==> src/hdl/smtp_data_dot_unstuffer_top_macros.svh <==
// ---------------------------------------------------------------------------
// smtp data dot unstuffer assertion macros
// shared concurrent assertion forms, clocked on clk, disabled in reset
// ---------------------------------------------------------------------------
`ifndef SMTP_DATA_DOT_UNSTUFFER_TOP_MACROS_SVH
`define SMTP_DATA_DOT_UNSTUFFER_TOP_MACROS_SVH

// same-cycle implication
`define SDDU_ASSERT_SAME(lbl, ante, cons, msg) \
  lbl: assert property (@(posedge clk) disable iff (!rst_n) (ante) |-> (cons)) \
    else $error(msg);

// next-cycle implication
`define SDDU_ASSERT_NEXT(lbl, ante, cons, msg) \
  lbl: assert property (@(posedge clk) disable iff (!rst_n) (ante) |=> (cons)) \
    else $error(msg);

`endif

==> src/hdl/sddu_pkg.sv <==
// ---------------------------------------------------------------------------
// sddu_pkg
// shared types and codes of the smtp data dot unstuffer
// ---------------------------------------------------------------------------
`timescale 1ns / 1ps

package sddu_pkg;

  localparam int unsigned MAX_RES = 3;
  localparam int unsigned CNT_W   = 2;

  localparam logic FUNC_BYTE  = 1'b0;
  localparam logic FUNC_BEGIN = 1'b1;

  localparam logic KIND_BODY = 1'b0;
  localparam logic KIND_END  = 1'b1;

  localparam logic REG_MAX_BYTES = 1'b0;
  localparam logic REG_HOP_LIMIT = 1'b1;

  localparam logic [7:0] HOP_LIMIT_RST = 8'd100;

  typedef struct packed {
    logic       func;
    logic [7:0] in_byte;
  } in_item_t;

  typedef struct packed {
    logic       kind;
    logic [7:0] out_byte;
    logic       last;
    logic [7:0] hop_count;
    logic       too_many_hops;
    logic       size_exceeded;
  } out_item_t;

  typedef struct packed {
    logic [CNT_W-1:0]          cnt;
    out_item_t [MAX_RES-1:0]   item;
  } res_group_t;

  typedef struct packed {
    logic [31:0] max_message_bytes;
    logic [7:0]  hop_limit;
  } cfg_t;

endpackage

==> src/hdl/smtp_data_dot_unstuffer_top.sv <==
// ---------------------------------------------------------------------------
// smtp_data_dot_unstuffer_top
// smtp data phase byte stream cleaner with end report
//
//   channel  direction  payload                      handshake
//   in_      input      sddu_pkg::in_item_t          in_valid / in_ready
//   out_     output     sddu_pkg::out_item_t         out_valid / out_ready
//   cfg_     input      cfg_index, cfg_data          cfg_valid / cfg_ready
//
// a request is registered at the input and processed there in the next cycle;
// its results enter the three-entry result buffer at the edge that takes the
// request, once the buffer is free, and are then offered from the buffer
// the result buffer drains one result per cycle while out_ready is high, so
// sustained rate is one request per cycle at one result each with out_ready
// held high, and requests with no results never wait on the buffer
// synchronous reset leaves the block idle until a begin request
// ---------------------------------------------------------------------------
`timescale 1ns / 1ps

module smtp_data_dot_unstuffer_top (
  input  logic                 clk,
  input  logic                 rst_n,
  input  logic                 in_valid,
  output logic                 in_ready,
  input  sddu_pkg::in_item_t   in_data,
  output logic                 out_valid,
  input  logic                 out_ready,
  output sddu_pkg::out_item_t  out_data,
  input  logic                 cfg_valid,
  output logic                 cfg_ready,
  input  logic [0:0]           cfg_index,
  input  logic [31:0]          cfg_data
);

  sddu_pkg::in_item_t    inq_r;
  logic                  inq_valid_r;
  sddu_pkg::cfg_t        cfg_r;
  logic                  take;
  logic                  grp_load;
  logic                  obuf_free;
  sddu_pkg::res_group_t  grp;

  assign in_ready  = !inq_valid_r || take;
  assign cfg_ready = 1'b1;

  always_ff @(posedge clk) begin
    if (!rst_n) begin
      inq_valid_r <= 1'b0;
    end else if (in_valid && in_ready) begin
      inq_valid_r <= 1'b1;
    end else if (take) begin
      inq_valid_r <= 1'b0;
    end
  end

  always_ff @(posedge clk) begin
    if (in_valid && in_ready) begin
      inq_r <= in_data;
    end
  end

  always_ff @(posedge clk) begin
    if (!rst_n) begin
      cfg_r.max_message_bytes <= 32'd0;
      cfg_r.hop_limit         <= sddu_pkg::HOP_LIMIT_RST;
    end else if (cfg_valid && cfg_ready) begin
      case (cfg_index)
        sddu_pkg::REG_MAX_BYTES: cfg_r.max_message_bytes <= cfg_data;
        sddu_pkg::REG_HOP_LIMIT: cfg_r.hop_limit         <= cfg_data[7:0];
        default: ;
      endcase
    end
  end

  sddu_core u_core (
    .clk        (clk),
    .rst_n      (rst_n),
    .item_valid (inq_valid_r),
    .item       (inq_r),
    .cfg        (cfg_r),
    .obuf_free  (obuf_free),
    .take       (take),
    .grp_load   (grp_load),
    .grp        (grp)
  );

  sddu_obuf u_obuf (
    .clk       (clk),
    .rst_n     (rst_n),
    .load      (grp_load),
    .grp       (grp),
    .free      (obuf_free),
    .out_valid (out_valid),
    .out_ready (out_ready),
    .out_data  (out_data)
  );

endmodule

==> src/hdl/sddu_obuf.sv <==
// ---------------------------------------------------------------------------
// sddu_obuf
// result buffer: holds the results of one byte and hands them out in order
// ---------------------------------------------------------------------------
`timescale 1ns / 1ps

`include "smtp_data_dot_unstuffer_top_macros.svh"

module sddu_obuf (
  input  logic                  clk,
  input  logic                  rst_n,
  input  logic                  load,
  input  sddu_pkg::res_group_t  grp,
  output logic                  free,
  output logic                  out_valid,
  input  logic                  out_ready,
  output sddu_pkg::out_item_t   out_data
);

  sddu_pkg::out_item_t [sddu_pkg::MAX_RES-1:0] res_r;
  logic [sddu_pkg::CNT_W-1:0]                  cnt_r;
  logic                                        pop;

  assign out_valid = (cnt_r != '0);
  assign out_data  = res_r[0];
  assign pop       = out_valid && out_ready;
  assign free      = (cnt_r == '0) || ((cnt_r == 2'd1) && out_ready);

  always_ff @(posedge clk) begin
    if (!rst_n) begin
      cnt_r <= '0;
    end else if (load) begin
      cnt_r <= grp.cnt;
    end else if (pop) begin
      cnt_r <= cnt_r - 2'd1;
    end
  end

  always_ff @(posedge clk) begin
    if (load) begin
      res_r <= grp.item;
    end else if (pop) begin
      res_r[0] <= res_r[1];
      res_r[1] <= res_r[2];
    end
  end

  `SDDU_ASSERT_SAME(a_load_when_free, load, free, "result group loaded over pending results")
  `SDDU_ASSERT_NEXT(a_pop_count, pop && !load && cnt_r == 2'd2, cnt_r == 2'd1, "result count slip")
  `SDDU_ASSERT_SAME(a_single_last, cnt_r == 2'd1, res_r[0].last, "final result lacks last")
  `SDDU_ASSERT_SAME(a_pair_last, cnt_r == 2'd2, res_r[1].last && !res_r[0].last, "last misplaced")

endmodule

==> src/hdl/sddu_core.sv <==
// ---------------------------------------------------------------------------
// sddu_core
// message state and single-pass byte processing: lf repair, dot unstuffing,
// terminator detection, header hop counting and size accounting
// ---------------------------------------------------------------------------
`timescale 1ns / 1ps

module sddu_core (
  input  logic                  clk,
  input  logic                  rst_n,
  input  logic                  item_valid,
  input  sddu_pkg::in_item_t    item,
  input  sddu_pkg::cfg_t        cfg,
  input  logic                  obuf_free,
  output logic                  take,
  output logic                  grp_load,
  output sddu_pkg::res_group_t  grp
);

  localparam logic [7:0] CH_CR  = 8'h0d;
  localparam logic [7:0] CH_LF  = 8'h0a;
  localparam logic [7:0] CH_DOT = 8'h2e;
  localparam logic [3:0] HDR_LEN = 4'd9;

  localparam logic [7:0] DLV_LO [9] = '{8'h64, 8'h65, 8'h6c, 8'h69, 8'h76, 8'h65, 8'h72,
                                        8'h65, 8'h64};
  localparam logic [7:0] DLV_UP [9] = '{8'h44, 8'h45, 8'h4c, 8'h49, 8'h56, 8'h45, 8'h52,
                                        8'h45, 8'h44};
  localparam logic [7:0] RCV_LO [8] = '{8'h72, 8'h65, 8'h63, 8'h65, 8'h69, 8'h76, 8'h65,
                                        8'h64};
  localparam logic [7:0] RCV_UP [8] = '{8'h52, 8'h45, 8'h43, 8'h45, 8'h49, 8'h56, 8'h45,
                                        8'h44};

  typedef enum logic [4:0] {
    DS_MID    = 5'b00001,
    DS_LINE   = 5'b00010,
    DS_DOT    = 5'b00100,
    DS_DOT_CR = 5'b01000,
    DS_CR     = 5'b10000
  } dot_state_t;

  typedef struct packed {
    dot_state_t dot;
    logic       seen_cr;
    logic       in_header;
    logic [3:0] header_pos;
    logic       maybe_rcv;
    logic       maybe_dlv;
    logic       maybe_blank;
    logic [7:0] hops;
  } msg_state_t;

  typedef struct packed {
    msg_state_t     st;
    logic [1:0]     nput;
    logic [2:0][7:0] put;
    logic           ended;
  } step_res_t;

  localparam msg_state_t MSG_CLEAR = '{dot: DS_LINE, seen_cr: 1'b0, in_header: 1'b1,
                                       header_pos: 4'd0, maybe_rcv: 1'b1,
                                       maybe_dlv: 1'b1, maybe_blank: 1'b1,
                                       hops: 8'd0};

  function automatic logic [7:0] hop_inc(input logic [7:0] h);
    return (h != 8'hff) ? h + 8'd1 : h;
  endfunction

  function automatic step_res_t char_step(input msg_state_t s, input logic [7:0] c);
    step_res_t  r;
    logic [3:0] p;
    r.st    = s;
    r.nput  = 2'd0;
    r.put   = '0;
    r.ended = 1'b0;
    p       = s.header_pos;
    r.st.seen_cr = (c == CH_CR);
    // header line matching
    if (s.in_header) begin
      if (p < HDR_LEN) begin
        if (c != DLV_LO[p] && c != DLV_UP[p]) r.st.maybe_dlv = 1'b0;
        if (r.st.maybe_dlv && p == 4'd8) r.st.hops = hop_inc(r.st.hops);
        if (p < 4'd8) begin
          if (c != RCV_LO[p[2:0]] && c != RCV_UP[p[2:0]]) r.st.maybe_rcv = 1'b0;
          if (r.st.maybe_rcv && p == 4'd7) r.st.hops = hop_inc(r.st.hops);
        end
        if (p < 4'd2) begin
          if (c != ((p == 4'd0) ? CH_CR : CH_LF)) r.st.maybe_blank = 1'b0;
        end
        if (r.st.maybe_blank && p == 4'd1) r.st.in_header = 1'b0;
        r.st.header_pos = p + 4'd1;
      end
      if (c == CH_LF) begin
        r.st.header_pos  = 4'd0;
        r.st.maybe_rcv   = 1'b1;
        r.st.maybe_dlv   = 1'b1;
        r.st.maybe_blank = 1'b1;
      end
    end
    // dot unstuffing
    case (s.dot)
      DS_LINE: begin
        if (c == CH_DOT) begin
          r.st.dot = DS_DOT;
        end else if (c == CH_CR) begin
          r.st.dot = DS_CR;
        end else begin
          r.st.dot = DS_MID;
          r.put[0] = c;
          r.nput   = 2'd1;
        end
      end
      DS_DOT: begin
        if (c == CH_CR) begin
          r.st.dot = DS_DOT_CR;
        end else begin
          r.st.dot = DS_MID;
          r.put[0] = c;
          r.nput   = 2'd1;
        end
      end
      DS_DOT_CR: begin
        if (c == CH_LF) begin
          r.ended = 1'b1;
        end else begin
          r.put[0] = CH_DOT;
          r.put[1] = CH_CR;
          if (c == CH_CR) begin
            r.st.dot = DS_CR;
            r.nput   = 2'd2;
          end else begin
            r.st.dot = DS_MID;
            r.put[2] = c;
            r.nput   = 2'd3;
          end
        end
      end
      DS_CR: begin
        if (c == CH_LF) begin
          r.st.dot = DS_LINE;
          r.put[0] = c;
          r.nput   = 2'd1;
        end else if (c != CH_CR) begin
          r.st.dot = DS_MID;
          r.put[0] = CH_CR;
          r.put[1] = c;
          r.nput   = 2'd2;
        end else begin
          r.put[0] = c;
          r.nput   = 2'd1;
        end
      end
      default: begin
        if (c == CH_CR) begin
          r.st.dot = DS_CR;
        end else begin
          r.st.dot = DS_MID;
          r.put[0] = c;
          r.nput   = 2'd1;
        end
      end
    endcase
    return r;
  endfunction

  msg_state_t  st_r, st_nxt;
  logic [32:0] bytes_left_r, bytes_left_nxt;
  logic        finished_r, finished_nxt;

  step_res_t   r1, r2;
  logic        bare, use2, ended, is_byte, report;
  msg_state_t  st_after;
  logic [1:0]  n2, nbody;
  logic [2:0]  nsum;
  logic [32:0] bl_after;
  logic [2:0][7:0] body;

  always_comb begin
    is_byte  = (item.func == sddu_pkg::FUNC_BYTE) && !finished_r;
    // a bare lf is handled as cr then lf
    bare     = (item.in_byte == CH_LF) && !st_r.seen_cr;
    r1       = char_step(st_r, bare ? CH_CR : item.in_byte);
    r2       = char_step(r1.st, CH_LF);
    use2     = bare && !r1.ended;
    st_after = use2 ? r2.st : r1.st;
    n2       = use2 ? r2.nput : 2'd0;
    ended    = r1.ended || (use2 && r2.ended);
    nsum     = {1'b0, r1.nput} + {1'b0, n2};
    nbody    = (nsum > 3'd3) ? 2'd3 : nsum[1:0];
    bl_after = ({30'd0, nsum} >= bytes_left_r) ? 33'd0 : bytes_left_r - {30'd0, nsum};

    for (int k = 0; k < 3; k++) begin
      if (2'(k) < r1.nput) body[k] = r1.put[k];
      else                 body[k] = r2.put[2'(k) - r1.nput];
    end

    grp = '0;
    for (int k = 0; k < 3; k++) begin
      if (2'(k) < nbody) begin
        grp.item[k].kind     = sddu_pkg::KIND_BODY;
        grp.item[k].out_byte = body[k];
      end
    end
    report  = ended && (nbody != 2'd3);
    grp.cnt = nbody;
    if (report) begin
      grp.item[nbody].kind          = sddu_pkg::KIND_END;
      grp.item[nbody].hop_count     = st_after.hops;
      grp.item[nbody].too_many_hops = (st_after.hops >= cfg.hop_limit);
      grp.item[nbody].size_exceeded = (cfg.max_message_bytes != 32'd0) && (bl_after == 33'd0);
      grp.cnt = nbody + 2'd1;
    end
    if (!is_byte) grp.cnt = 2'd0;
    if (grp.cnt != 2'd0) grp.item[grp.cnt - 2'd1].last = 1'b1;

    take     = item_valid && ((grp.cnt == 2'd0) || obuf_free);
    grp_load = take && (grp.cnt != 2'd0);

    st_nxt         = st_r;
    bytes_left_nxt = bytes_left_r;
    finished_nxt   = finished_r;
    if (item.func == sddu_pkg::FUNC_BEGIN) begin
      st_nxt         = MSG_CLEAR;
      bytes_left_nxt = (cfg.max_message_bytes != 32'd0) ?
                       {1'b0, cfg.max_message_bytes} + 33'd1 : 33'd0;
      finished_nxt   = 1'b0;
    end else if (is_byte) begin
      st_nxt         = st_after;
      bytes_left_nxt = bl_after;
      finished_nxt   = report;
    end
  end

  always_ff @(posedge clk) begin
    if (!rst_n) begin
      st_r         <= MSG_CLEAR;
      bytes_left_r <= 33'd0;
      finished_r   <= 1'b1;
    end else if (take) begin
      st_r         <= st_nxt;
      bytes_left_r <= bytes_left_nxt;
      finished_r   <= finished_nxt;
    end
  end

endmodule
==> config.mk <==
export PLATFORM = sky130hd
export DESIGN_NAME = smtp_data_dot_unstuffer_top
export DESIGN_NICKNAME = d
export VERILOG_FILES = /design/src/hdl/sddu_pkg.sv /design/src/hdl/smtp_data_dot_unstuffer_top.sv /design/src/hdl/sddu_obuf.sv /design/src/hdl/sddu_core.sv
export VERILOG_INCLUDE_DIRS = /design/src /design/src/hdl
export SDC_FILE = /design/constraint.sdc
export NUM_CORES = 1
export LEC_CHECK = 0
export CORE_MARGIN = 3
export CORE_UTILIZATION = 59
export CTS_CLUSTER_DIAMETER = 50
export DETAILED_ROUTE_END_ITERATION = 10
export DONT_BUFFER_PORTS = 1
export MAX_ROUTING_LAYER = met4
export PLACE_DENSITY = 0.75
export SETUP_SLACK_MARGIN = 0.5
export SLEW_MARGIN = 20
export SYNTH_ARGS = -nofsm -noshare
export SYNTH_HDL_FRONTEND = slang
export SYNTH_HIERARCHICAL = 1
export SYNTH_SLANG_ARGS = --single-unit
==> constraint.sdc <==
create_clock -name clk -period 9 [get_ports clk]
set_input_delay 0.45 -clock clk [delete_from_list [all_inputs] [get_ports clk]]
set_output_delay 0.45 -clock clk [all_outputs]
set_load 0.01 [all_outputs]
# Word-level counts from Yosys, hierarchy flattened
# Memory sizes are Yosys's and may differ from the RTL's.
# Index checks and enable logic that the tools add are counted.
# totals
register_bits,168
rom_bits,768
memories,8
word_cells,307
latchBits,0
output_inout_bits,23
inputBits,47
mem_bits_rw,0
# memory_table
memory,words,word_bits,rd,rd_ports_with_merged_regs,wr,line,rtl
(no name shown),16,8,1,0,0,sddu_core.sv:81,if (c != DLV_LO[p] && c != DLV_UP[p]) r.st.maybe_dlv = 1'b0;
(no name shown),16,8,1,0,0,sddu_core.sv:81,
(no name shown),16,8,1,0,0,sddu_core.sv:81,
(no name shown),16,8,1,0,0,sddu_core.sv:81,
(no name shown),8,8,1,0,0,sddu_core.sv:84,if (c != RCV_LO[p[2:0]] && c != RCV_UP[p[2:0]]) r.st.maybe_rcv = 1'b0;
(no name shown),8,8,1,0,0,sddu_core.sv:84,
+2 memories,-,-,-,-,-,-,
# op_classes
eq_ne,33
n_mul,0
bitwise_logic,6
div,0
muxes,140
n_lt_le_gt_ge,26
shift,0
reduce_logical,45
n_addsub,15
# ops
operator,count
$mux W8,47
$bwmux W60,5
$demux W20 S2,5
$mux W33,4
$mux W40,2
$mux W22,3
$mux W16,4
$mux W62,1
$mux W60,1
$bmux W8 S2,3
$ne A4 B8 Y1 const A,5
$ne A8 B8 Y1,5
$mux W1,38
$add A32 B1 Y33 const B,1
$ge A3 B33 Y1,1
$logic_not A33 Y1,1
$sub A33 B3 Y33,1
$add A8 B1 Y8 const B,4
$ne A8 B8 Y1 const B,4
$reduce_bool A32 Y1,1
$mux W26,1
$mux W5,5
$eq A8 B4 Y1 const B,3
$pmux W8 S3,1
other kinds (48),119

# Longest topological paths before layout
# Gate-level depths: netlist (run 1).
# depth
word_depth,53
mapped_depth,25

# By module
# The synthesis (run 1) kept the hierarchy.
# by_module_without_submodules
module,area_per_inst_um2,instances,cells_per_inst
sddu_core,6431.2,1,933
sddu_obuf,2782.7,1,144
smtp_data_dot_unstuffer_top,1939.4,1,186

# Worst setup path before layout (run 1)
# Ideal clock, no wire load.
# synth_timing
path_type,register to register
from,register inq_r[1] in the netlist's numbering
to,"register u_obuf.res_r, in the netlist u_obuf/out_data[0] (enable)"
setup_slack_ps,2842
path_stages_with_launch,20
period_less_slack_ps,6158
t_arrival_ps,5778
cell_sequence,edfxtp_1 -> clkbuf_1 -> and4_1 -> nand3_1 -> mux2i_1 -> o211ai_1 -> o21ai_0 -> a21oi_1 -> ha_1 -> nor2_1 -> inv_1 -> ha_1 -> a2111oi_4 -> mux2i_1 -> or2_2 -> nand3_1 -> nor2_1 -> buf_6 -> buf_12 -> or2_2
# synth_via
elab_chain_len,22
elab_cells_between_ends,45
classes_between,add/sub: 2; order compare: 1; eq/ne: 7; mux: 23; reduce/logical: 12
# synth_lines
item,line,rtl
from (decl),smtp_data_dot_unstuffer_top.sv:35,sddu_pkg::in_item_t inq_r;
from (signal assigned),smtp_data_dot_unstuffer_top.sv:58,inq_r <= in_data;
"parallel branches: the longest is 15 deep, another holds $add A2 B2 Y3",-,
$mux W62 (*),sddu_core.sv:206,if (report) begin
$mux W2 (*),sddu_core.sv:213,if (!is_byte) grp.cnt = 2'd0;
$logic_not A2 Y1,sddu_core.sv:216,take = item_valid && ((grp.cnt == 2'd0) || obuf_free);
$logic_or A1 B1 Y1,sddu_core.sv:216,
$logic_and A1 B1 Y1,sddu_core.sv:216,
$logic_and A1 B1 Y1 (*),sddu_core.sv:217,grp_load = take && (grp.cnt != 2'd0);
named net grp_load,smtp_data_dot_unstuffer_top.sv:39,logic grp_load;
$reduce_bool A2 Y1 (no source line) (*),-,
to (signal assigned),sddu_obuf.sv:41,res_r <= grp.item;
to (decl),sddu_obuf.sv:20,sddu_pkg::out_item_t [sddu_pkg::MAX_RES-1:0] res_r;
# Mark *: on every way through the listed nets, which the timed path passes.
# A chain may end at the register's enable or synchronous reset.

# Worst setup path in the final report (run 1)
# layout_timing
from,register inq_r[4] in the netlist's numbering
to,register u_obuf/res_r[39] in the netlist's numbering (data pin)
# layout_via
elab_cells_between_ends,61
classes_between,add/sub: 3; order compare: 3; eq/ne: 7; mux: 36; reduce/logical: 12
# layout_rtl
item,line,rtl
"parallel branches: the longest is 15 deep, another holds $add A2 B2 Y3",-,
$mux W62 (*),sddu_core.sv:206,
$mux W2 (*),sddu_core.sv:213,
$logic_not A2 Y1,sddu_core.sv:216,
$logic_or A1 B1 Y1,sddu_core.sv:216,
$logic_and A1 B1 Y1,sddu_core.sv:216,
$logic_and A1 B1 Y1 (*),sddu_core.sv:217,
named net grp_load,smtp_data_dot_unstuffer_top.sv:39,
$mux W40 (*),sddu_obuf.sv:40,if (load) begin
# Marked as above.

==> key figures, run 1 <==
GRT
  – Largest net degree at the start of global routing: 87
  – First-pass GRT wire length: 44.2 mm
  – GRT Residual Overflow: 0
  – Initial antenna violation count: 0
  – Vias in the first global route: 8525
  – GRT Total Usage: 27.6%

Detailed routing
  – Vias per inst: 6.35
  – First DRT Iteration DRCs: 839
  – Detailed-route wire length per cell: 19.1 microns
  – First-pass DRT Iterations: 5
  – Routed Antenna Nets: 0
  – # DRC: 0
  – Final wirelength: ~28 mm
  – Vias: about 9100

STA
  – Setup TNS: 0 ns
  – Final hold slack: 0.110 ns
  – Setup repair after global routing missed its margin: no
  – Rel. slew slack: roughly a third
  – # setup viols final: 0
  – Final hold violation count: 0
  – Clock Skew: 0.0163 ns
  – Setup ws final: 2.25 ns
  – Final Max Slew Viols: 0
  – Worst slew pin tran: 0.969 ns
  – Final Cycle Share: about 75%
  – F_max: ~0.15 GHz
  – Period minus WS final: approximately 6.7 ns

Clock tree
  – Clk root buf: clkbuf_16
  – Hold_buf cts: 0
  – Total CTS buffers: 17
  – H-Tree Depth: 4
  – Clock slew at reported path FFs: about 0.080 ns
  – Longest Clk Path Bufs: 2
  – CTS tree: built
  – Clock Sink Count: about 170
  – Setup repair bufs after CTS: 0
  – Worst-skew pair later-pin latency: 0.44 ns
  – Cts repair resizes: 0

Placed design
  – Dpl hpwl: approximately 20 mm
  – Dpl cells: 1406
  – Placer Congestion: approximately 0.97
  – Setup WS pre-CTS: 2.28 ns
  – Port bufs: 0

Yosys
  – Synth top area share: a little under a fifth
  – Most used flip-flop cell after synthesis: dfxtp_1
  – Mapped Area: ~11000 sq um
  – Yosys Warn Count: 6
  – Sequential fraction of the synthesis area: a little over a third
  – FF+latch count, synth: 168
  – Post-synth top area cell: edfxtp_1
  – Post-synth ARST share: 0%
  – Mapped Nets: 1343
  – Area contributors post-synth: edfxtp_1, dfxtp_1, mux2_4
  – Syn Area/Cell: 8.83 sq um
  – Synth Instances: 1263
  – Post-synthesis cell type count: 88
  – Number of flops mapped to enable cells by yosys: 69

Critical path
  – Register-to-Register Path Depth: 16
  – Reg2Reg Capture Point: u_obuf/res_r[39]$_DFFE_PP_
  – Worst Setup Start Kind: flip-flop
  – CP peak stage delay: slightly below 0.7 ns
  – R2r startpoint: inq_r[4]$_DFFE_PP_
  – CP endpoint kind: flip-flop
  – Levels on crit path: 16
  – CP Cell Sequence: nor4b_4, nand2_1, nor2_1, nor4_1, a21oi_1, ha_1, nor2_1, inv_1, ha_1, a2111oi_4, mux2i_1, or2_2, nand3_1, nor2_4, buf_4, mux2_2
  – Worst Path Max Fanout: 45
  – Worst R2R Setup Slack: about 2.3 ns
  – CP Data Required Time: 9.20 ns
  – Worst Path Arrival: 6.94 ns
  – Crit path kind: reg -> reg
  – CP max-delay cell: buf_4
  – CP top delay family: simple AND/OR/NAND/NOR gates
  – Buf/Inv on CP: 2

Hold path
  – Hold-critical path endpoint: inq_r[8]$_DFFE_PP_
  – Worst hold path type: in -> reg
  – WHS Path Cells: 0
  – Hold_sp: in_data[8]

Final layout
  – Layout net count: about 1300
  – Non-filler cells, final: 1439
  – Area delta synth->final: 2.98%
  – Inserted Diodes: 0
  – Share of layout cells above drive strength 1: 9.59%

Die
  – I/O pin count: 70
  – DIE AREA: 20600 sq um
  – Core ar.: between 15000 and 20000 sq um
  – Die width: 143 microns
  – Core Rows: 49
  – Initial Util: between 60% and 70%
  – Die height: 143 microns

Status
  – Outcome: completed

Pwr
  – Leak: around 4.2 nW
  – Peak supply drop: approximately 0.13 mV
  – Power Density: between 150 and 200 nW/um^2

Job
  – # Max-Cap Violations: 0
-- state kept, by name, indices dropped and copies added (netlist names) --
| register | cells |
|---|---|
| u_obuf/res_r | 40 |
| inq_r | 9 |
| cfg_r | 40 |
| u_obuf/out_data | 20 |
| u_core/finished_r | 1 |
| u_core/st_r | 22 |
| u_core/bytes_left_r | 33 |
| u_obuf/cnt_r | 2 |
| inq_valid_r | 1 |
-- how the worst max path moves through the flow --
stage                             startpoint                            to
after global placement    inq_r[4]$_DFFE_PP_    u_obuf/res_r[39]$_DFFE_PP_
after floorplan           inq_r[1]$_DFFE_PP_  u_obuf/out_data[0]$_DFFE_PP_
after global routing      inq_r[4]$_DFFE_PP_    u_obuf/res_r[39]$_DFFE_PP_
final                     inq_r[4]$_DFFE_PP_    u_obuf/res_r[39]$_DFFE_PP_
after detailed placement  inq_r[4]$_DFFE_PP_    u_obuf/res_r[39]$_DFFE_PP_
after CTS                 inq_r[4]$_DFFE_PP_    u_obuf/res_r[39]$_DFFE_PP_
-- layer usage --
layer	wire (microns)	global-route usage (%)
met3	1340	4.59
met2	13300	45.4
met5	0	-
met1	11900	34.1
met4	924	10.7
-- cells in the mapped netlist (8+ instances only) --
cell type,n
nor4_1,19
clkbuf_1,36
ha_1,32
nand3b_1,10
o22ai_1,15
buf_4,22
inv_1,55
nand4_1,21
dfxtp_1,99
a21oi_1,62
xor2_1,28
nor4b_1,8
nor2_1,122
mux2i_1,44
a22oi_1,14
o21ai_1,8
and2_1,20
nand2_1,150
or3_1,14
mux2_4,38
o211ai_1,8
a31oi_1,8
xnor2_1,31
and3_1,17
edfxtp_1,69
nor3_1,32
nor2b_1,10
o21ai_0,69
buf_2,19
nand3_1,40
nand2b_1,11
-- per-stage QoR --
step	power [mW]	area [sq um]	utilization (%)
after floorplan	1.25	11200	-
after global placement	1.32	10900	59.6
after detailed placement	1.32	10900	59.6
after CTS	2.05	11500	62.8
after global routing	2.14	11500	62.9
final	2.04	11500	62.9
-- final cells by class --
type                            count  area [sq um]
Clock buffer                       17           425
Clock inverter                     15           156
Fill cell                        1579          6780
Sequential cell                   168          4050
Timing Repair Buffer                7          65.1
Multi-Input combinational cell    947          6290
Tap cell                          229           287
Inverter                           56           210
-- where the power goes --
group	total (mW)	switching [mW]	leakage, nW	internal [mW]
Clock	0.722	0.350	0.282	0.372
Combinational	0.427	0.268	2.54	0.159
Sequential	0.892	0.0479	1.42	0.844
Total	2.04	0.666	4.24	1.37
-- cell usage in the layout, fill, tap and decap left out, types with 20 or more instances in the layout --
| master | instances |
|---|---|
| nand4_1 | 21 |
| dfxtp_1 | 99 |
| o21ai_0 | 68 |
| nor3_1 | 32 |
| xor2_1 | 28 |
| mux2i_1 | 44 |
| and2_1 | 20 |
| a21oi_1 | 62 |
| ha_1 | 32 |
| mux2_4 | 38 |
| nand3_1 | 40 |
| inv_1 | 55 |
| edfxtp_1 | 69 |
| nand2_1 | 150 |
| nor2_1 | 121 |
| xnor2_1 | 31 |
-- cell families (layout without fill, tap and decap cells) --
family | Yosys count | in the layout | synth area share [%]
AO/OA/AOI/OAI | 248 | 248 | 14.4
XOR/XNOR | 59 | 59 | 4.63
adder cells (fa/ha/maj) | 33 | 33 | 3.77
buffers and inverters | 148 | 95 | 7.43
flip-flops | 168 | 168 | 36.3
multiplexers | 89 | 89 | 9.79
other | 1 | 1 | 0.0336
AND/OR/NAND/NOR | 517 | 517 | 23.6
No activity file was read; power rests on OpenSTA's default activity.
==> run 2, diff against run 1 <==
==> constraint.sdc (replaced) <==
create_clock -name clk -period 7 [get_ports clk]
set_input_delay 0.35 -clock clk [delete_from_list [all_inputs] [get_ports clk]]
set_output_delay 0.35 -clock clk [all_outputs]
set_load 0.01 [all_outputs]
==> run 2 against run 1 <==
Via count grew 0.34%. Final area grew 1.1%. Largest power group unchanged. Clock power grew 23%. Clock skew shrank 0.0064 ns.
==> key figures, run 2 (synthesis results as in run 1) <==
Die
  – Die height: 143 microns (unchanged)
  – Core Rows: 49 (unchanged)
  – Initial Util: 61.0% (unchanged)
  – Die width: 143 microns (unchanged)
  – Core ar.: 18300 sq um (unchanged)
  – DIE AREA: 20600 sq um (unchanged)
  – I/O pin count: 70 (unchanged)

Critical path
  – Buf/Inv on CP: 2 (unchanged)
  – Worst Setup Start Kind: flip-flop
  – Worst Path Arrival: 6.28 ns (-0.66 ns)
  – CP Cell Sequence: and4_1, nand3_1, mux2i_1, o211ai_1, o21ai_0, a21oi_1, ha_1, nor2_1, inv_1, ha_1, a2111oi_4, mux2i_2, or2_2, nand3_1, nor2_4, buf_12, mux2_2
  – Levels on crit path: 17 (+1)
  – CP max-delay cell: edfxtp_1
  – Worst Path Max Fanout: 62 (+38%)
  – CP top delay family: compound AO/OA/AOI/OAI gates
  – Reg2Reg Capture Point: u_obuf/res_r[39]$_DFFE_PP_
  – R2r startpoint: inq_r[1]$_DFFE_PP_
  – Register-to-Register Path Depth: 17 (+1)
  – Crit path kind: reg -> reg
  – Worst R2R Setup Slack: 0.91 ns (-1.35 ns)
  – CP peak stage delay: 0.58 ns (-0.11 ns)
  – CP Data Required Time: 7.18 ns (-2.02 ns)
  – CP endpoint kind: flip-flop

Detailed routing
  – Vias: 9171 (+0.34%)
  – # DRC: 0 (unchanged)
  – Vias per inst: 6.31 (-0.63%)
  – Routed Antenna Nets: 0 (unchanged)
  – First DRT Iteration DRCs: 926 (+10%)
  – First-pass DRT Iterations: 5 (unchanged)
  – Detailed-route wire length per cell: 19.0 microns (-0.51%)
  – Final wirelength: 27.6 mm (+0.46%)

Clock tree
  – Worst-skew pair later-pin latency: 0.43 ns (about the same)
  – Clock Sink Count: 168 (unchanged)
  – Clk root buf: clkbuf_16
  – Longest Clk Path Bufs: 2 (unchanged)
  – CTS tree: built
  – H-Tree Depth: 4 (unchanged)
  – Clock slew at reported path FFs: 0.07 ns (about the same)
  – Total CTS buffers: 17 (unchanged)

STA
  – Final hold violation count: 0 (unchanged)
  – F_max: 0.164 GHz (+11%)
  – Final Cycle Share: 87.0% (+12 points)
  – Rel. slew slack: 30.5% (-4.6 points)
  – Setup TNS: 0 ns (unchanged)
  – Final Max Slew Viols: 0 (unchanged)
  – Setup ws final: 0.907 ns (-1.35 ns)
  – Worst slew pin tran: 1.04 ns (+0.0686 ns)
  – Period minus WS final: 6.09 ns (-0.655 ns)
  – Final hold slack: 0.0406 ns (-0.0694 ns)
  – # setup viols final: 0 (unchanged)
  – Setup repair after global routing missed its margin: no
  – Clock Skew: 0.00987 ns (-0.00639 ns)

GRT
  – GRT Residual Overflow: 0 (unchanged)
  – Initial antenna violation count: 0 (unchanged)
  – First-pass GRT wire length: 43.8 mm (-0.84%)
  – GRT Total Usage: 27.5% (-0.12 points)
  – Vias in the first global route: 8423 (-1.2%)
  – Largest net degree at the start of global routing: 87 (unchanged)

Pwr
  – Reg power frac: 44.4% (+0.7 points)
  – Power Density: 223 nW/um^2 (+25%)
  – Combinational share of power: 21.2% (+0.3 points)
  – Internal cell power: 1.77 mW (+29%)
  – Switching share of power: 31.4% (-1.2 points)
  – Leak: 4.28 nW (+1.1%)
  – Psw: 0.813 mW (+22%)
  – Peak supply drop: 0.159 mV (+24%)
  – Clk pwr share: 34.4% (-1.0 points)

Final layout
  – Largest regs: cfg_r: 40 flops, u_obuf/res_r: 40 flops, u_core/bytes_left_r: 33 flops
  – Register area: 4050 sq um (unchanged)
  – Area delta synth->final: 4.13%
  – Layout net count: 1291 (+1.1%)
  – Most frequent cells in the layout: nand2_1, nor2_1, dfxtp_1
  – Share of layout cells above drive strength 1: 9.80% (+0.22 points)
  – Multi-input logic area: 6300 sq um (+0.14%)
  – Commonest non-fill, non-tap cell in the layout: nand2_1
  – Inserted Diodes: 0 (unchanged)
  – Fillcell total: 1544 (-2.2%)

Job
  – # Max-Cap Violations: 0 (unchanged)

Placed design
  – Placer Congestion: 0.995 (+2.8%)
  – Setup WS pre-CTS: 0.591 ns (-1.69 ns)
  – Port bufs: 0 (unchanged)
  – Dpl hpwl: 19.7 mm (+0.12%)

Hold path
  – WHS Path Cells: 1 (+1)
  – Worst hold path type: in -> reg
  – Hold_sp: rst_n
  – Hold-critical path endpoint: cfg_r[6]$_SDFFE_PN1P_

Status
  – Outcome: completed
==> run 2: cell count changes in the layout (fill, tap and decap cells not counted), sizes merged <==
cell and change:
clkbuf +3, inv -4, dlygate4sd3 +10, clkinvlp +2, buf +4, clkinv -1
==> run 2: worst register-to-register path: stages, from the launching register on <==
cell       delay, ns
edfxtp_1        0.58
and4_1          0.30
nand3_1         0.10
mux2i_1         0.08
o211ai_1        0.52
o21ai_0         0.16
a21oi_1         0.39
ha_1            0.32
nor2_1          0.35
inv_1           0.18
ha_1            0.28
a2111oi_4       0.53
mux2i_2         0.49
or2_2           0.22
nand3_1         0.28
nor2_4          0.24
buf_12          0.38
mux2_2          0.42
==> run 2: layout make-up <==
class / instances / share of cell area [%]
multi-input combinational: 947 / 54.2
sequential: 168 / 34.9
clock buffer: 20 / 3.94
tap: 229 / 2.47
timing repair buffer: 21 / 1.85
inverter: 56 / 1.81
clock inverter: 12 / 0.797
==> run 2: repair_timing <==
action	in CTS	in global routing
hold buffers	1	9
endpoints found under the hold margin	1	9
setup buffers	0	3
setup endpoints to repair	0	119
resized for setup	0	4
==> run 2: worst max path at each step <==
stage                                  start                             to  slack (ns)
after floorplan           inq_r[1]$_DFFE_PP_   u_obuf/out_data[0]$_DFFE_PP_        0.84
after global routing      inq_r[4]$_DFFE_PP_     u_obuf/res_r[39]$_DFFE_PP_        0.55
after CTS                 inq_r[4]$_DFFE_PP_  u_obuf/out_data[11]$_DFFE_PP_        0.57
after global placement    inq_r[4]$_DFFE_PP_     u_obuf/res_r[31]$_DFFE_PP_        0.68
after detailed placement  inq_r[4]$_DFFE_PP_     u_obuf/res_r[31]$_DFFE_PP_        0.59
final                     inq_r[1]$_DFFE_PP_     u_obuf/res_r[39]$_DFFE_PP_        0.91
==> run 2: metal layers <==
layer	GRT usage, %	share of wire, %
met4	10.8	3.7
met2	43.6	48
met3	5.56	6.1
met5	-	0
met1	34.6	43
==> run 2: power groups by stage <==
stage                     sequential [mW]  combinational (mW)  clock [mW]
after floorplan                      1.14               0.470           0
after global placement               1.17               0.522           0
after detailed placement             1.17               0.527           0
after CTS                            1.15               0.531       0.901
after global routing                 1.16               0.605       0.947
final                                1.15               0.548       0.890
==> run 2: metrics by stage <==
stage               utilization [%]  std cells  power (mW)  cell area [sq um]
CTS                            62.8       1440        2.58              11500
global route                   63.6       1453        2.71              11600
detailed placement             59.7       1407        1.70              10900
floorplan                         -       1263        1.61              11200
global placement               59.7       1407        1.69              10900
finish                         63.6       1453        2.59              11600
==> run 3, diff against run 2 <==
==> constraint.sdc (replaced) <==
create_clock -name clk -period 7 [get_ports clk]
set_input_delay 1.05 -clock clk [delete_from_list [all_inputs] [get_ports clk]]
set_output_delay 1.05 -clock clk [all_outputs]
set_load 0.01 [all_outputs]
==> run 3 against run 2 <==
Register-to-register slack improved by 0.06 ns. Via count decreased by 0.62%. Largest power group unchanged. Sequential share of layout area increased by 0.068 points. Sequential cell count unchanged. Final area decreased by 0.19%. Final cell count decreased by 0.28%. Clock skew about the same.
==> key figures, run 3 (synthesis results as in run 1) <==
Die
  – Core Rows: 49 (unchanged)
  – Die width: 143 microns (unchanged)
  – I/O pin count: 70 (unchanged)
  – Core ar.: 18300 sq um (unchanged)
  – Die height: 143 microns (unchanged)
  – Initial Util: 61.0% (unchanged)
  – DIE AREA: 20600 sq um (unchanged)

Placed design
  – Dpl cells: 1414 (+0.50%)
  – Setup WS pre-CTS: 0.831 ns (+0.240 ns)
  – Placed cell areas: 11000 sq um (+0.48%)
  – Placer Congestion: 0.941 (-5.4%)
  – Dpl hpwl: 19.9 mm (+1.4%)
  – Port bufs: 0 (unchanged)

Critical path
  – R2r startpoint: inq_r[4]$_DFFE_PP_
  – Crit path kind: reg -> out
  – Worst Path Max Fanout: 9 (-85%)
  – Worst Setup Start Kind: flip-flop
  – Worst Path Arrival: 5.11 ns (-1.17 ns)
  – Setup crit start: inq_r[4]$_DFFE_PP_
  – CP endpoint kind: output port
  – CP Data Required Time: 5.95 ns (-1.23 ns)

STA
  – Final Cycle Share: 87.9% (+0.91 points)
  – Final hold violation count: 0 (unchanged)
  – # setup viols final: 0 (unchanged)
  – Clock Skew: 0.0103 ns (+0.000471 ns)
  – Rel. slew slack: 26.7% (-3.8 points)
  – Setup TNS: 0 ns (unchanged)
  – Period minus WS final: 6.16 ns (+0.0637 ns)
  – F_max: 0.162 GHz (-1.0%)
  – Setup ws final: 0.844 ns (-0.0637 ns)
  – Final Max Slew Viols: 0 (unchanged)
  – Setup repair after global routing missed its margin: no
  – Worst slew pin tran: 1.08 ns (+0.0455 ns)

Clock tree
  – CTS tree: built
  – Hold_buf cts: 0 (-1)
  – Worst-skew pair later-pin latency: 0.44 ns (about the same)
  – Cts repair resizes: 0 (unchanged)
  – Longest Clk Path Bufs: 2 (unchanged)
  – H-Tree Depth: 4 (unchanged)
  – Setup repair bufs after CTS: 0 (unchanged)
  – Clk root buf: clkbuf_16
  – Total CTS buffers: 17 (unchanged)
  – Clock Sink Count: 168 (unchanged)
  – Clock slew at reported path FFs: 0.07 ns (about the same)

Detailed routing
  – First DRT Iteration DRCs: 931 (+0.54%)
  – WL met1: 11.7 mm (-0.53%)
  – Met2 wire length: 13.5 mm (+2.9%)
  – Vias per inst: 6.29 (-0.35%)
  – Final wirelength: 27.7 mm (+0.16%)
  – # DRC: 0 (unchanged)
  – Detailed-route wire length per cell: 19.1 microns (+0.43%)
  – Vias: 9114 (-0.62%)
  – Max layer used: met4
  – Routed Antenna Nets: 0 (unchanged)
  – Met3 Wirelength: 1.53 mm (-8.9%)
  – First-pass DRT Iterations: 6 (+1)

Job
  – # Max-Cap Violations: 0 (unchanged)

Pwr
  – Leak: 4.30 nW (+0.49%)
  – Power Density: 230 nW/um^2 (+3.0%)
  – Total power: 2.66 mW (+2.8%)
  – Peak supply drop: 0.178 mV (+11%)

Hold path
  – Worst hold path type: reg -> reg
  – Hold_sp: cfg_r[1]$_SDFFE_PN0P_

GRT
  – First-pass GRT wire length: 43.8 mm (about the same)
  – Initial antenna violation count: 0 (unchanged)
  – GRT Residual Overflow: 0 (unchanged)
  – GRT Total Usage: 27.6% (+0.17 points)
  – Largest net degree at the start of global routing: 87 (unchanged)
  – Vias in the first global route: 8345 (-0.93%)

Final layout
  – Largest regs: cfg_r: 40 flops, u_obuf/res_r: 40 flops, u_core/bytes_left_r: 33 flops
  – Fillcell total: 1534 (-0.65%)
  – Area delta synth->final: 3.93%
  – Inserted Diodes: 0 (unchanged)
  – Final instance area: 11600 sq um (-0.19%)
  – Layout net count: 1287 (-0.31%)
  – Share of layout cells above drive strength 1: 10.3% (+0.52 points)
  – Non-filler cells, final: 1449 (-0.28%)
  – Commonest non-fill, non-tap cell in the layout: nand2_1
  – Most frequent cells in the layout: nand2_1, nor2_1, dfxtp_1

Status
  – Outcome: completed
[run 3: cell types whose count changed in the layout (fill, tap and decap cells not counted), moves of 2 or more]
cell	delta
dlygate4sd3_1	-10
inv_8	+5
buf_4	+6
clkinv_2	-2
clkinv_4	+3
clkinvlp_4	-3
clkbuf_1	-2
[run 3: final timing paths]
| check | cells after the start | endpoint | slack (ns) |
|---|---|---|---|
| hold / removal | 2 | cfg_r[1]$_SDFFE_PN0P_ | 0.46 |
| setup / recovery | 17 | in_ready | 0.84 |
| hold reg to reg | 2 | cfg_r[1]$_SDFFE_PN0P_ | 0.46 |
| setup reg to reg | 19 | u_obuf/out_data[10]$_DFFE_PP_ | 0.97 |
[run 3: per-layer routing]
| metal | vias to the layer above | GRT usage, % |
|---|---|---|
| li1 | 4406 | - |
| met1 | 4309 | 34.6 |
| met2 | 339 | 45.0 |
| met3 | 60 | 4.93 |
| met4 | 0 | 10.2 |
| met5 | - | - |
[run 3: layout make-up]
cell class,count,area (sq um),area share [%]
clock buffers,17,425,3.67
clock inverters,15,174,1.50
inverters,56,210,1.81
multi-input cells,947,6290,54.3
flip-flops and latches,168,4050,35.0
well taps,229,287,2.47
repair buffers,17,153,1.32
[run 3: stage by stage]
step / hold slack (ns) / utilization, %
after floorplan: 0.435 / -
after global placement: 0.446 / 60.0
after detailed placement: 0.448 / 60.0
after CTS: 0.461 / 63.3
after global routing: 0.481 / 63.4
final: 0.458 / 63.4
[run 3: worst max-delay path, stage by stage, from the launching register on]
cell and delay (ns):
edfxtp_1 0.55, nor4b_4 0.46, nand3_1 0.17, mux2i_1 0.16, o211ai_1 0.10, buf_4 0.18
nor4_1 0.18, a21oi_1 0.17, ha_1 0.30, ha_1 0.21, nor2_1 0.27, inv_1 0.17
ha_1 0.27, a2111oi_4 0.36, mux2i_1 0.26, or2_2 0.37, o31a_1 0.24, nand2b_1 0.25
[run 3: power breakdown]
group | internal (mW) | switching, mW
sequential | 1.08 | 0.0639
clock | 0.511 | 0.450
combinational | 0.207 | 0.343
total | 1.80 | 0.857
